$ cat src/rtl/rgb_to_hsv_pixel_core_macros.svh
// Assertion macros shared by the RGB to HSV pixel core.
`ifndef RGB_TO_HSV_PIXEL_CORE_MACROS_SVH
`define RGB_TO_HSV_PIXEL_CORE_MACROS_SVH

// Same-cycle implication, disabled while reset is asserted.
`define RHSV_ASSERT_IMP(lbl, clk, rstn, ante, cons) \
    lbl: assert property (@(posedge clk) disable iff (!rstn) (ante) |-> (cons)) \
        else $error("rhsv assertion failed");

// Next-cycle implication, disabled while reset is asserted.
`define RHSV_ASSERT_NXT(lbl, clk, rstn, ante, cons) \
    lbl: assert property (@(posedge clk) disable iff (!rstn) (ante) |=> (cons)) \
        else $error("rhsv assertion failed");

`endif

$ cat src/rtl/rhsv_pkg.sv
// Types and constants for the RGB to HSV pixel core.
`default_nettype none

package rhsv_pkg;

    localparam int CH_W      = 8;                       // channel width
    localparam int N_W       = 11;                      // hue numerator, below 6*255
    localparam int QUO_W     = 8;                       // quotient bits, one per stage
    localparam int DEN_W     = 11;                      // divisor width (6*d or max)
    localparam int NUM_W     = N_W + CH_W;              // 255 * numerator
    localparam int FRONT_LAT = 2;                       // front end register stages
    localparam int PIPE_LAT  = FRONT_LAT + QUO_W + 1;   // start to done

    typedef struct packed {
        logic [CH_W-1:0] red;
        logic [CH_W-1:0] green;
        logic [CH_W-1:0] blue;
    } pixel_in_t;

    typedef struct packed {
        logic [CH_W-1:0] hue;
        logic [CH_W-1:0] saturation;
        logic [CH_W-1:0] value;
    } hsv_out_t;

    // Operands handed to one divider; zero forces a zero quotient.
    typedef struct packed {
        logic [NUM_W-1:0] num;
        logic [DEN_W-1:0] den;
        logic             zero;
    } div_in_t;

    // State carried between divider stages.
    typedef struct packed {
        logic [NUM_W-1:0] rem;
        logic [DEN_W-1:0] den;
        logic [QUO_W-1:0] quo;
        logic             zero;
    } div_stage_t;

endpackage

`default_nettype wire

$ cat src/rtl/rhsv_front.sv
// Front end: max/min, sector select and divider operand setup (two stages).
`default_nettype none

module rhsv_front (
    input  wire logic                        clk,
    input  wire rhsv_pkg::pixel_in_t         pixel,
    output rhsv_pkg::div_in_t                hue_op,
    output rhsv_pkg::div_in_t                sat_op,
    output logic [rhsv_pkg::CH_W-1:0]        max_out
);

    logic [rhsv_pkg::CH_W-1:0] r, g, b;
    logic [rhsv_pkg::CH_W-1:0] mx_next, mn, d_next;
    logic [rhsv_pkg::N_W-1:0]  d6, n_red, n_grn, n_blu, n_next;

    logic [rhsv_pkg::CH_W-1:0] mx_reg, d_reg;
    logic [rhsv_pkg::N_W-1:0]  n_reg, d6_reg;

    rhsv_pkg::div_in_t         hue_next, sat_next;
    rhsv_pkg::div_in_t         hue_reg, sat_reg;
    logic [rhsv_pkg::CH_W-1:0] mx2_reg;

    assign r = pixel.red;
    assign g = pixel.green;
    assign b = pixel.blue;

    // Stage 1: extremes and hue numerator in units of d
    always_comb
    begin
        mx_next = r;
        if (g > mx_next)
        begin
            mx_next = g;
        end
        if (b > mx_next)
        begin
            mx_next = b;
        end
        mn = r;
        if (g < mn)
        begin
            mn = g;
        end
        if (b < mn)
        begin
            mn = b;
        end
        d_next = mx_next - mn;
        d6 = {1'b0, d_next, 2'b00} + {2'b00, d_next, 1'b0};

        // red sector wraps a negative g - b by a full turn
        if (g >= b)
        begin
            n_red = {3'b000, g - b};
        end
        else
        begin
            n_red = d6 - {3'b000, b - g};
        end
        n_grn = {2'b00, d_next, 1'b0} + {3'b000, b} - {3'b000, r};
        n_blu = {1'b0, d_next, 2'b00} + {3'b000, r} - {3'b000, g};

        priority if (mx_next == r)
        begin
            n_next = n_red;
        end
        else if (mx_next == g)
        begin
            n_next = n_grn;
        end
        else
        begin
            n_next = n_blu;
        end
    end

    always_ff @(posedge clk)
    begin
        mx_reg <= mx_next;
        d_reg  <= d_next;
        n_reg  <= n_next;
        d6_reg <= d6;
    end

    // Stage 2: scale numerators by 255
    always_comb
    begin
        hue_next.num  = {n_reg, 8'h00} - {8'h00, n_reg};
        hue_next.den  = d6_reg;
        hue_next.zero = (d_reg == '0);
        sat_next.num  = {3'b000, d_reg, 8'h00} - {11'h000, d_reg};
        sat_next.den  = {3'b000, mx_reg};
        sat_next.zero = (mx_reg == '0);
    end

    always_ff @(posedge clk)
    begin
        hue_reg <= hue_next;
        sat_reg <= sat_next;
        mx2_reg <= mx_reg;
    end

    assign hue_op  = hue_reg;
    assign sat_op  = sat_reg;
    assign max_out = mx2_reg;

endmodule

`default_nettype wire

$ cat src/rtl/rhsv_div.sv
// Pipelined restoring divider, one quotient bit per stage, round half to even.
`default_nettype none

module rhsv_div (
    input  wire logic                        clk,
    input  wire rhsv_pkg::div_in_t           op,
    output logic [rhsv_pkg::QUO_W-1:0]       quo
);

    rhsv_pkg::div_stage_t stage_in   [rhsv_pkg::QUO_W];
    rhsv_pkg::div_stage_t stage_next [rhsv_pkg::QUO_W];
    rhsv_pkg::div_stage_t stage_reg  [rhsv_pkg::QUO_W];

    logic [rhsv_pkg::DEN_W-1:0] rem_lo;
    logic                       round_up;
    logic [rhsv_pkg::QUO_W-1:0] quo_next, quo_reg;

    always_comb
    begin
        stage_in[0].rem  = op.num;
        stage_in[0].den  = op.den;
        stage_in[0].quo  = '0;
        stage_in[0].zero = op.zero;
    end

    for (genvar s = 0; s < rhsv_pkg::QUO_W; s++)
    begin : g_stage
        localparam int SH = rhsv_pkg::QUO_W - 1 - s;
        logic [rhsv_pkg::NUM_W-1:0] trial;

        if (s > 0)
        begin : g_link
            assign stage_in[s] = stage_reg[s-1];
        end

        assign trial = {{(rhsv_pkg::NUM_W - rhsv_pkg::DEN_W){1'b0}}, stage_in[s].den} << SH;

        always_comb
        begin
            stage_next[s] = stage_in[s];
            if (stage_in[s].rem >= trial)
            begin
                stage_next[s].rem     = stage_in[s].rem - trial;
                stage_next[s].quo[SH] = 1'b1;
            end
        end

        always_ff @(posedge clk)
        begin
            stage_reg[s] <= stage_next[s];
        end
    end

    // Final remainder is below the divisor, so it fits the divisor width
    always_comb
    begin
        rem_lo   = stage_reg[rhsv_pkg::QUO_W-1].rem[rhsv_pkg::DEN_W-1:0];
        round_up = ({rem_lo, 1'b0} > {1'b0, stage_reg[rhsv_pkg::QUO_W-1].den})
                || (({rem_lo, 1'b0} == {1'b0, stage_reg[rhsv_pkg::QUO_W-1].den})
                    && stage_reg[rhsv_pkg::QUO_W-1].quo[0]);
        if (stage_reg[rhsv_pkg::QUO_W-1].zero)
        begin
            quo_next = '0;
        end
        else
        begin
            quo_next = stage_reg[rhsv_pkg::QUO_W-1].quo + {{(rhsv_pkg::QUO_W-1){1'b0}}, round_up};
        end
    end

    always_ff @(posedge clk)
    begin
        quo_reg <= quo_next;
    end

    assign quo = quo_reg;

endmodule

`default_nettype wire

$ cat src/rtl/rgb_to_hsv_pixel_core.sv
// Top level of the RGB to HSV pixel core.
`default_nettype none
`include "rgb_to_hsv_pixel_core_macros.svh"

// RGB to HSV pixel core. Takes one 8-bit RGB pixel per clock and returns
// 8-bit hue (360 degrees maps to 255), saturation (255*range/max, rounded
// half to even) and value (max channel). A transaction is accepted on any
// clock edge with start high; busy is tied low, so a new pixel may enter
// on every cycle. Each result appears on 'result' for exactly one cycle
// with 'done' high, in input order. The receiver cannot stall the core,
// so nothing is buffered beyond the pipe. The pipe is made of two
// front-end stages (max/min and sector select, then scaling by 255),
// eight divider stages (one quotient bit each, two dividers side by
// side for hue and saturation) and one rounding stage that also drives
// the output register. Grey pixels give hue 0, black pixels give
// saturation 0. Only the valid pipeline is reset.

module rgb_to_hsv_pixel_core (
    input  wire logic                 clk,
    input  wire logic                 rst_n,
    input  wire logic                 start,
    output logic                      busy,
    input  wire rhsv_pkg::pixel_in_t  pixel,
    output logic                      done,
    output rhsv_pkg::hsv_out_t        result
);

    rhsv_pkg::div_in_t          hue_op, sat_op;
    logic [rhsv_pkg::CH_W-1:0]  max_val;
    logic [rhsv_pkg::QUO_W-1:0] hue_q, sat_q;

    // one valid bit per pipeline stage
    logic [rhsv_pkg::PIPE_LAT-1:0] valid_reg, valid_next;

    // value rides alongside the dividers
    logic [rhsv_pkg::CH_W-1:0] val_reg [rhsv_pkg::QUO_W+1];

    assign busy = 1'b0;

    rhsv_front u_front (
        .clk     (clk),
        .pixel   (pixel),
        .hue_op  (hue_op),
        .sat_op  (sat_op),
        .max_out (max_val)
    );

    rhsv_div u_hue_div (
        .clk (clk),
        .op  (hue_op),
        .quo (hue_q)
    );

    rhsv_div u_sat_div (
        .clk (clk),
        .op  (sat_op),
        .quo (sat_q)
    );

    assign valid_next = {valid_reg[rhsv_pkg::PIPE_LAT-2:0], start & ~busy};

    always_ff @(posedge clk or negedge rst_n)
    begin
        if (!rst_n)
        begin
            valid_reg <= '0;
        end
        else
        begin
            valid_reg <= valid_next;
        end
    end

    always_ff @(posedge clk)
    begin
        val_reg[0] <= max_val;
        for (int i = 1; i <= rhsv_pkg::QUO_W; i++)
        begin
            val_reg[i] <= val_reg[i-1];
        end
    end

    assign done              = valid_reg[rhsv_pkg::PIPE_LAT-1];
    assign result.hue        = hue_q;
    assign result.saturation = sat_q;
    assign result.value      = val_reg[rhsv_pkg::QUO_W];

    // a strobe only ever answers a transaction that was taken with start high
    `RHSV_ASSERT_IMP(a_done_latency, clk, rst_n, done, $past(start, rhsv_pkg::PIPE_LAT))
    // zero saturation means a grey pixel, whose hue must be zero
    `RHSV_ASSERT_IMP(a_grey_hue, clk, rst_n, done && result.saturation == '0, result.hue == '0)
    // black pixel gives zero saturation
    `RHSV_ASSERT_IMP(a_black_sat, clk, rst_n, done && result.value == '0, result.saturation == '0)
    // a transaction entering the last stage strobes on the next cycle
    `RHSV_ASSERT_NXT(a_strobe, clk, rst_n, valid_reg[rhsv_pkg::PIPE_LAT-2], done)

endmodule

`default_nettype wire
$ cat config.mk
export PLATFORM = sky130hd
export DESIGN_NAME = rgb_to_hsv_pixel_core
export DESIGN_NICKNAME = d
export VERILOG_FILES = /design/src/rtl/rhsv_pkg.sv /design/src/rtl/rhsv_front.sv /design/src/rtl/rhsv_div.sv /design/src/rtl/rgb_to_hsv_pixel_core.sv
export VERILOG_INCLUDE_DIRS = /design/src /design/src/rtl
export SDC_FILE = /design/constraint.sdc
export NUM_CORES = 1
export LEC_CHECK = 0
export BUFFER_PORTS_ARGS = -buffer_cell sky130_fd_sc_hd__buf_2
export CAP_MARGIN = 20
export CORE_ASPECT_RATIO = 0.5
export CORE_MARGIN = 5
export CORE_UTILIZATION = 47
export CTS_BUF_LIST = sky130_fd_sc_hd__clkbuf_16
export DETAILED_ROUTE_END_ITERATION = 8
export PLACE_DENSITY_LB_ADDON = 0.3
export SLEW_MARGIN = 30
export SYNTH_ARGS = -nofsm -noshare
export SYNTH_HDL_FRONTEND = slang
export SYNTH_SLANG_ARGS = --single-unit
$ cat constraint.sdc
create_clock -name clk -period 5.1 [get_ports clk]
set_clock_uncertainty 0.2 [all_clocks]
set_input_delay 1.53 -clock clk [delete_from_list [all_inputs] [get_ports clk]]
set_output_delay 1.53 -clock clk [all_outputs]
set_load 0.02 [all_outputs]
Word level (Yosys, flattened, before mapping)
Memory sizes are Yosys's and may differ from the RTL's.
Cells that the tools add are included.
- word-level logic and storage cells: 117
- memory bits (read-only): 0
- memories: 3
- register bits: 124
- output and inout bits: 26
- bits of input ports: 27
- latch bits: 0
- RAM bits: 696
- memories (memory ; depth ; bits a word ; rd ports ; clocked after memory_dff ; wr ports ; line ; text):
    u_hue_div.stage_reg ; 8 ; 39 ; 8 ; 0 ; 8 ; rhsv_div.sv:12 ; rhsv_pkg::div_stage_t stage_reg [rhsv_pkg::QUO_W];
    u_sat_div.stage_reg ; 8 ; 39 ; 8 ; 0 ; 8 ; rhsv_div.sv:12 ;
    val_reg ; 9 ; 8 ; 9 ; 0 ; 9 ; rgb_to_hsv_pixel_core.sv:36 ; logic [rhsv_pkg::CH_W-1:0] val_reg [rhsv_pkg::QUO_W+1];
- divide/modulo/power cells: 0
- bitwise gates (word level): 0
- mux-type cells: 39
- $add $sub $neg: 29
- magnitude comparators: 23
- reduce and logical (&&, ||, !) cells: 6
- shift-type cells: 0
- eq/ne operators: 4
- $mul: 0
- operators by type and width (cell ; count):
    $mux W19 ; 16
    $ge A19 B15 Y1 ; 3
    $sub A19 B11 Y19 ; 3
    $sub A19 B15 Y19 ; 3
    $ge A19 B11 Y1 ; 2
    $ge A19 B12 Y1 ; 2
    $ge A19 B13 Y1 ; 2
    $ge A19 B14 Y1 ; 2
    $ge A19 B16 Y1 ; 2
    $ge A19 B17 Y1 ; 2
    $sub A19 B12 Y19 ; 2
    $sub A19 B13 Y19 ; 2
    $sub A19 B14 Y19 ; 2
    $sub A19 B16 Y19 ; 2
    $sub A19 B17 Y19 ; 2
    $mux W11 ; 3
    $sub A11 B8 Y11 ; 3
    $mux W8 ; 4
    $eq A12 B11 Y1 ; 2
    $gt A12 B11 Y1 ; 2
    $sub A8 B8 Y8 ; 3
    $ge A19 B18 Y1 ; 1
    $sub A19 B18 Y19 ; 1
    $sub A16 B8 Y17 ; 1
    other kinds (12) ; 34

Depth between registers and ports, before layout
- depth after elaboration: 9
- mapped depth: 42
- mapped depth without buffers: 41

Hierarchy
A second synthesis with hierarchy kept.
- cell total of the unflattened synthesis: 3365
- area total of the unflattened synthesis: 32975.4 um2
- by module, submodules not included (module ; cells an instance ; instances ; seq. area each (um2) ; area an instance (um2)):
    rhsv_div at u_sat_div ; 1225 ; 1 ; 5685.5 ; 12007.8
    rhsv_div at u_hue_div ; 1206 ; 1 ; 5685.5 ; 11905.2
    rhsv_front ; 841 ; 1 ; 1821.7 ; 7274.5
    rgb_to_hsv_pixel_core ; 93 ; 1 ; 1716.6 ; 1788.0

Worst setup path after synthesis
OpenSTA, ideal clock, no wires.
- path type: in2reg
- from: in pixel[9] (netlist bit)
- to: reg u_front.n_reg[10] (netlist bit)
- cell stages on the path: 40
- path slack: -4.584 ns
- required time: 4.838 ns
- setup time: 0.062 ns
- data arrival time: 9.422 ns
- buffers on the path: 1
- cell sequence: inv_1 ha_1 nor2b_1 o211ai_2 a211oi_2 nor2_2 clkbuf_1 nor2_1 a21oi_1 ha_1 and4_1 and2_1 nand2_1 nor4_1 nor3_1 o41a_1 nor2_2 a21oi_1 [... 4 more ...] a21oi_1 or4b_1 o311ai_1 nor4_2 ha_1 o21ai_0 nand2b_1 and2_1 or2_2 xnor2_1 ha_1 nor2b_1 o21ai_0 o31ai_1 a221oi_1 inv_1 or4b_1 nand3_1
- cells in the longest elaborated chain, start to end: 9
- elaborated cells on any way between the ends: 22
- classes of those cells: add/sub (8); order compare (5); eq/ne (2); mux (7)
- ends and longest elaborated chain (what ; line ; text):
    from (decl) ; rgb_to_hsv_pixel_core.sv:23 ; input wire rhsv_pkg::pixel_in_t pixel,
    $gt A8 B8 Y1 ; rhsv_front.sv:31 ; if (g > mx_next)
    $mux W8 * ; rhsv_front.sv:31 ;
    $gt A8 B8 Y1 ; rhsv_front.sv:35 ; if (b > mx_next)
    $mux W8 * ; rhsv_front.sv:35 ;
    net u_front.mx_next (one bit) ; rhsv_front.sv:13 ; logic [rhsv_pkg::CH_W-1:0] mx_next, mn, d_next;
    $sub A8 B8 Y8 * ; rhsv_front.sv:48 ; d_next = mx_next - mn;
    net u_front.d_next (one bit) ; rhsv_front.sv:13 ;
    $add A10 B9 Y11 * ; rhsv_front.sv:49 ; d6 = {1'b0, d_next, 2'b00} + {2'b00, d_next, 1'b0};
    net u_front.d6 (one bit) ; rhsv_front.sv:14 ; logic [rhsv_pkg::N_W-1:0] d6, n_red, n_grn, n_blu, n_next;
    $sub A11 B8 Y11 * ; rhsv_front.sv:58 ; n_red = d6 - {3'b000, b - g};
    $mux W11 * ; rhsv_front.sv:52 ; if (g >= b)
    $mux W11 * ; rhsv_front.sv:63 ; priority if (mx_next == r)
    net u_front.n_next (one bit) ; rhsv_front.sv:14 ;
    to (signal assigned) ; rhsv_front.sv:81 ; n_reg <= n_next;
    to (decl) ; rhsv_front.sv:17 ; logic [rhsv_pkg::N_W-1:0] n_reg, d6_reg;
Mark *: on every way through the listed nets, which the timed path passes. The rest lies on a longest branch.
A chain may end at the register's enable or synchronous reset.

Worst setup path in the final report
- from: in pixel[13] (netlist bit)
- to: reg u_front.mx_reg[1] (netlist bit)
- cells in the longest elaborated chain, start to end: 4
- ends and longest elaborated chain (what ; line ; text):
    $gt A8 B8 Y1 ; rhsv_front.sv:31 ;
    $mux W8 * ; rhsv_front.sv:31 ;
    $gt A8 B8 Y1 ; rhsv_front.sv:35 ;
    $mux W8 * ; rhsv_front.sv:35 ;
    net u_front.mx_next (one bit) ; rhsv_front.sv:13 ;
    to (signal assigned) ; rhsv_front.sv:79 ; mx_reg <= mx_next;
    to (decl) ; rhsv_front.sv:16 ; logic [rhsv_pkg::CH_W-1:0] mx_reg, d_reg;
Marked as above.

==> run metrics <==
status finished, violations left; failing checks setup timing; die width 355 um; CTS tree yes; Ports 53; slew margin rel. 47.5%; worst slew pin tran 0.787 ns; count of pins over their slew limit 0; drt via density 4.92; CP max FO 8; port bufs 51; Seq cells post-synth 639; Root Driver clkbuf_16; gr ovfl total 0; first drt pass iteration count 5; initial antenna violation count 2; Top FF cell, synth dfxtp_1; Worst path max stage delay 0.27 ns; Area Growth Syn to Fin 22.5%; Hold Worst Slack 0.121 ns; largest net degree at the start of global routing 24; RSZ-0062 raised after global routing true; top cells by area, synth dfxtp_1, ha_1, xnor2_1; Final Hold Fails 0; CTS max path bufs 3; crit-path most repeated cell buf_4; first-pass GRT wire length 97300 um; Largest register FFs 261; Fmax 118 MHz; Critical Path Start Type input pin; DR vias 20000; CTS Buf Count 56; share of cells above drive strength 1 18.2%; DRT Wirelength 58400 um; ANT nets after route 0; # Max-Cap Violations 0; post-synth top area share 45.0%; htree depth 2; initial core utilization 47.3%; final setup fails 29; Post-synth EDFFs 0; FP Rows 63; TritonCTS Sinks 639; Final min period 8.44 ns; Setup crit end kind register; Residual DRC 0; CP arrival 8.73 ns; Yosys cell types 89; Die Y 182 um; Syn Std Cell Area 0.0279 mm^2; Post-synth ARST share 1.72%; fill count 4926; Ys Warns 0; final worst slack -3.34 ns; drt initial violations 1224; Core ar. 0.0590 mm^2; Hold Path Class register to register; CP required 5.39 ns; full die area 0.0647 mm^2; HPWL after DPL 44900 um; slowest cell on the critical path ha_4; most common cell after layout, fill and taps aside dfxtp_1; cells after synthesis 2877; sequential share of the synthesized area 46.0%; drt wl/cell 14.3 um; cell accounting for the most synthesized area dfxtp_1; mean area per synthesized cell 9.71 um^2; Final Wtd Congestion 0.877; number of global-route vias before repair 20300; Setup CP Type input pin to register; Final nets 3566; Worst-path clk slew 0.06 ns; worst skew pair latency 0.59 ns; hold buffer count at cts 0; Total GRT Usage 17.9%; most frequent cells in the layout dfxtp_1, inv_1, buf_4; fin crit share 166%
-- layer usage --
metal / part of all wire [%] / vias to the layer above / global-route usage, %
met5: 0.014 / - / 0
met4: 3.5 / 2 / 6.42
met3: 3.1 / 127 / 2.44
met2: 47 / 296 / 31.5
met1: 46 / 9137 / 22.6
li1: - / 10500 / -
-- final timing paths --
path	from	end	depth (start not counted)	slack, ns
max	pixel[13]	u_front.mx_reg[1]	53	-3.34
min	u_hue_div.stage_reg[1][4]	u_hue_div.stage_reg[1][43]	0	0.12
min reg2reg	u_hue_div.stage_reg[1][4]	u_hue_div.stage_reg[1][43]	0	0.12
max in group asynchronous	rst_n	valid_reg[7]	1	3.91
max reg2reg	u_sat_div.stage_reg[1][60]	u_sat_div.stage_reg[1][116]	18	1.01
min in group asynchronous	rst_n	valid_reg[1]	1	0.60
-- synth_stat cells, types with 30 or more instances --
cell type    n
nor2b_1     64
ha_1       261
fa_1        30
nand2_1    133
nand2b_1    76
nand3_1     39
dfxtp_1    628
xnor2_1    169
o21ai_0    129
xor2_1      80
nor4_1      35
a21o_1     107
nor3_1      46
clkbuf_1    36
nor2_1     211
a21oi_1    207
inv_1      311
nand4_1     30
-- stage by stage --
stage / std cells / cell area, um^2 / setup WS (ns) / setup TNS (ns) / util, %
2_1_floorplan: 2878 / 28200 / -3.96 / -59.93 / -
3_3_place_gp: 3907 / 31100 / -3.83 / -62.62 / 52.6
3_5_place_dp: 3907 / 31100 / -3.97 / -68.44 / 52.7
4_1_cts: 4061 / 33800 / -3.08 / -42.17 / 57.2
5_1_grt: 4075 / 34200 / -3.56 / -52.92 / 58.0
6_report: 4075 / 34200 / -3.34 / -46.51 / 58.0
-- cells by family after synthesis --
kind of cell    synth area share (%)
flops                           46.0
mux                            0.968
simple gates                    13.5
fa+ha+maj                       13.8
xor+xnor                        7.87
compound gates                  13.0
buf+inv                         4.75
other cells                   0.0134
-- cell type report --
type / count / area [um^2] / area share [%]
repair buffers: 353 / 2700 / 7.88
flip-flops and latches: 639 / 12800 / 37.5
clock buffers: 57 / 1430 / 4.17
multi-input cells: 1887 / 14700 / 42.9
inverters: 311 / 1180 / 3.45
well taps: 780 / 976 / 2.85
diodes: 1 / 2.50 / 0.00731
clock inverters: 47 / 397 / 1.16
-- critical path, delay by kind of cell --
kind | cells | cell delay (ns)
buf+inv | 40 | 4.85
compound gates | 5 | 0.95
simple gates | 6 | 0.88
fa+ha+maj | 2 | 0.49
-- repair_timing --
| item | 4_1_cts | 5_1_grt |
|---|---|---|
| setup endpoints to repair | 27 | 31 |
| pin swaps | 44 | 19 |
| setup buffers | 50 | 15 |
| gates resized for setup | 90 | 76 |
Power is not shown: default switching activity piles up to over one toggle a cycle in this logic, so the estimate is an artifact.
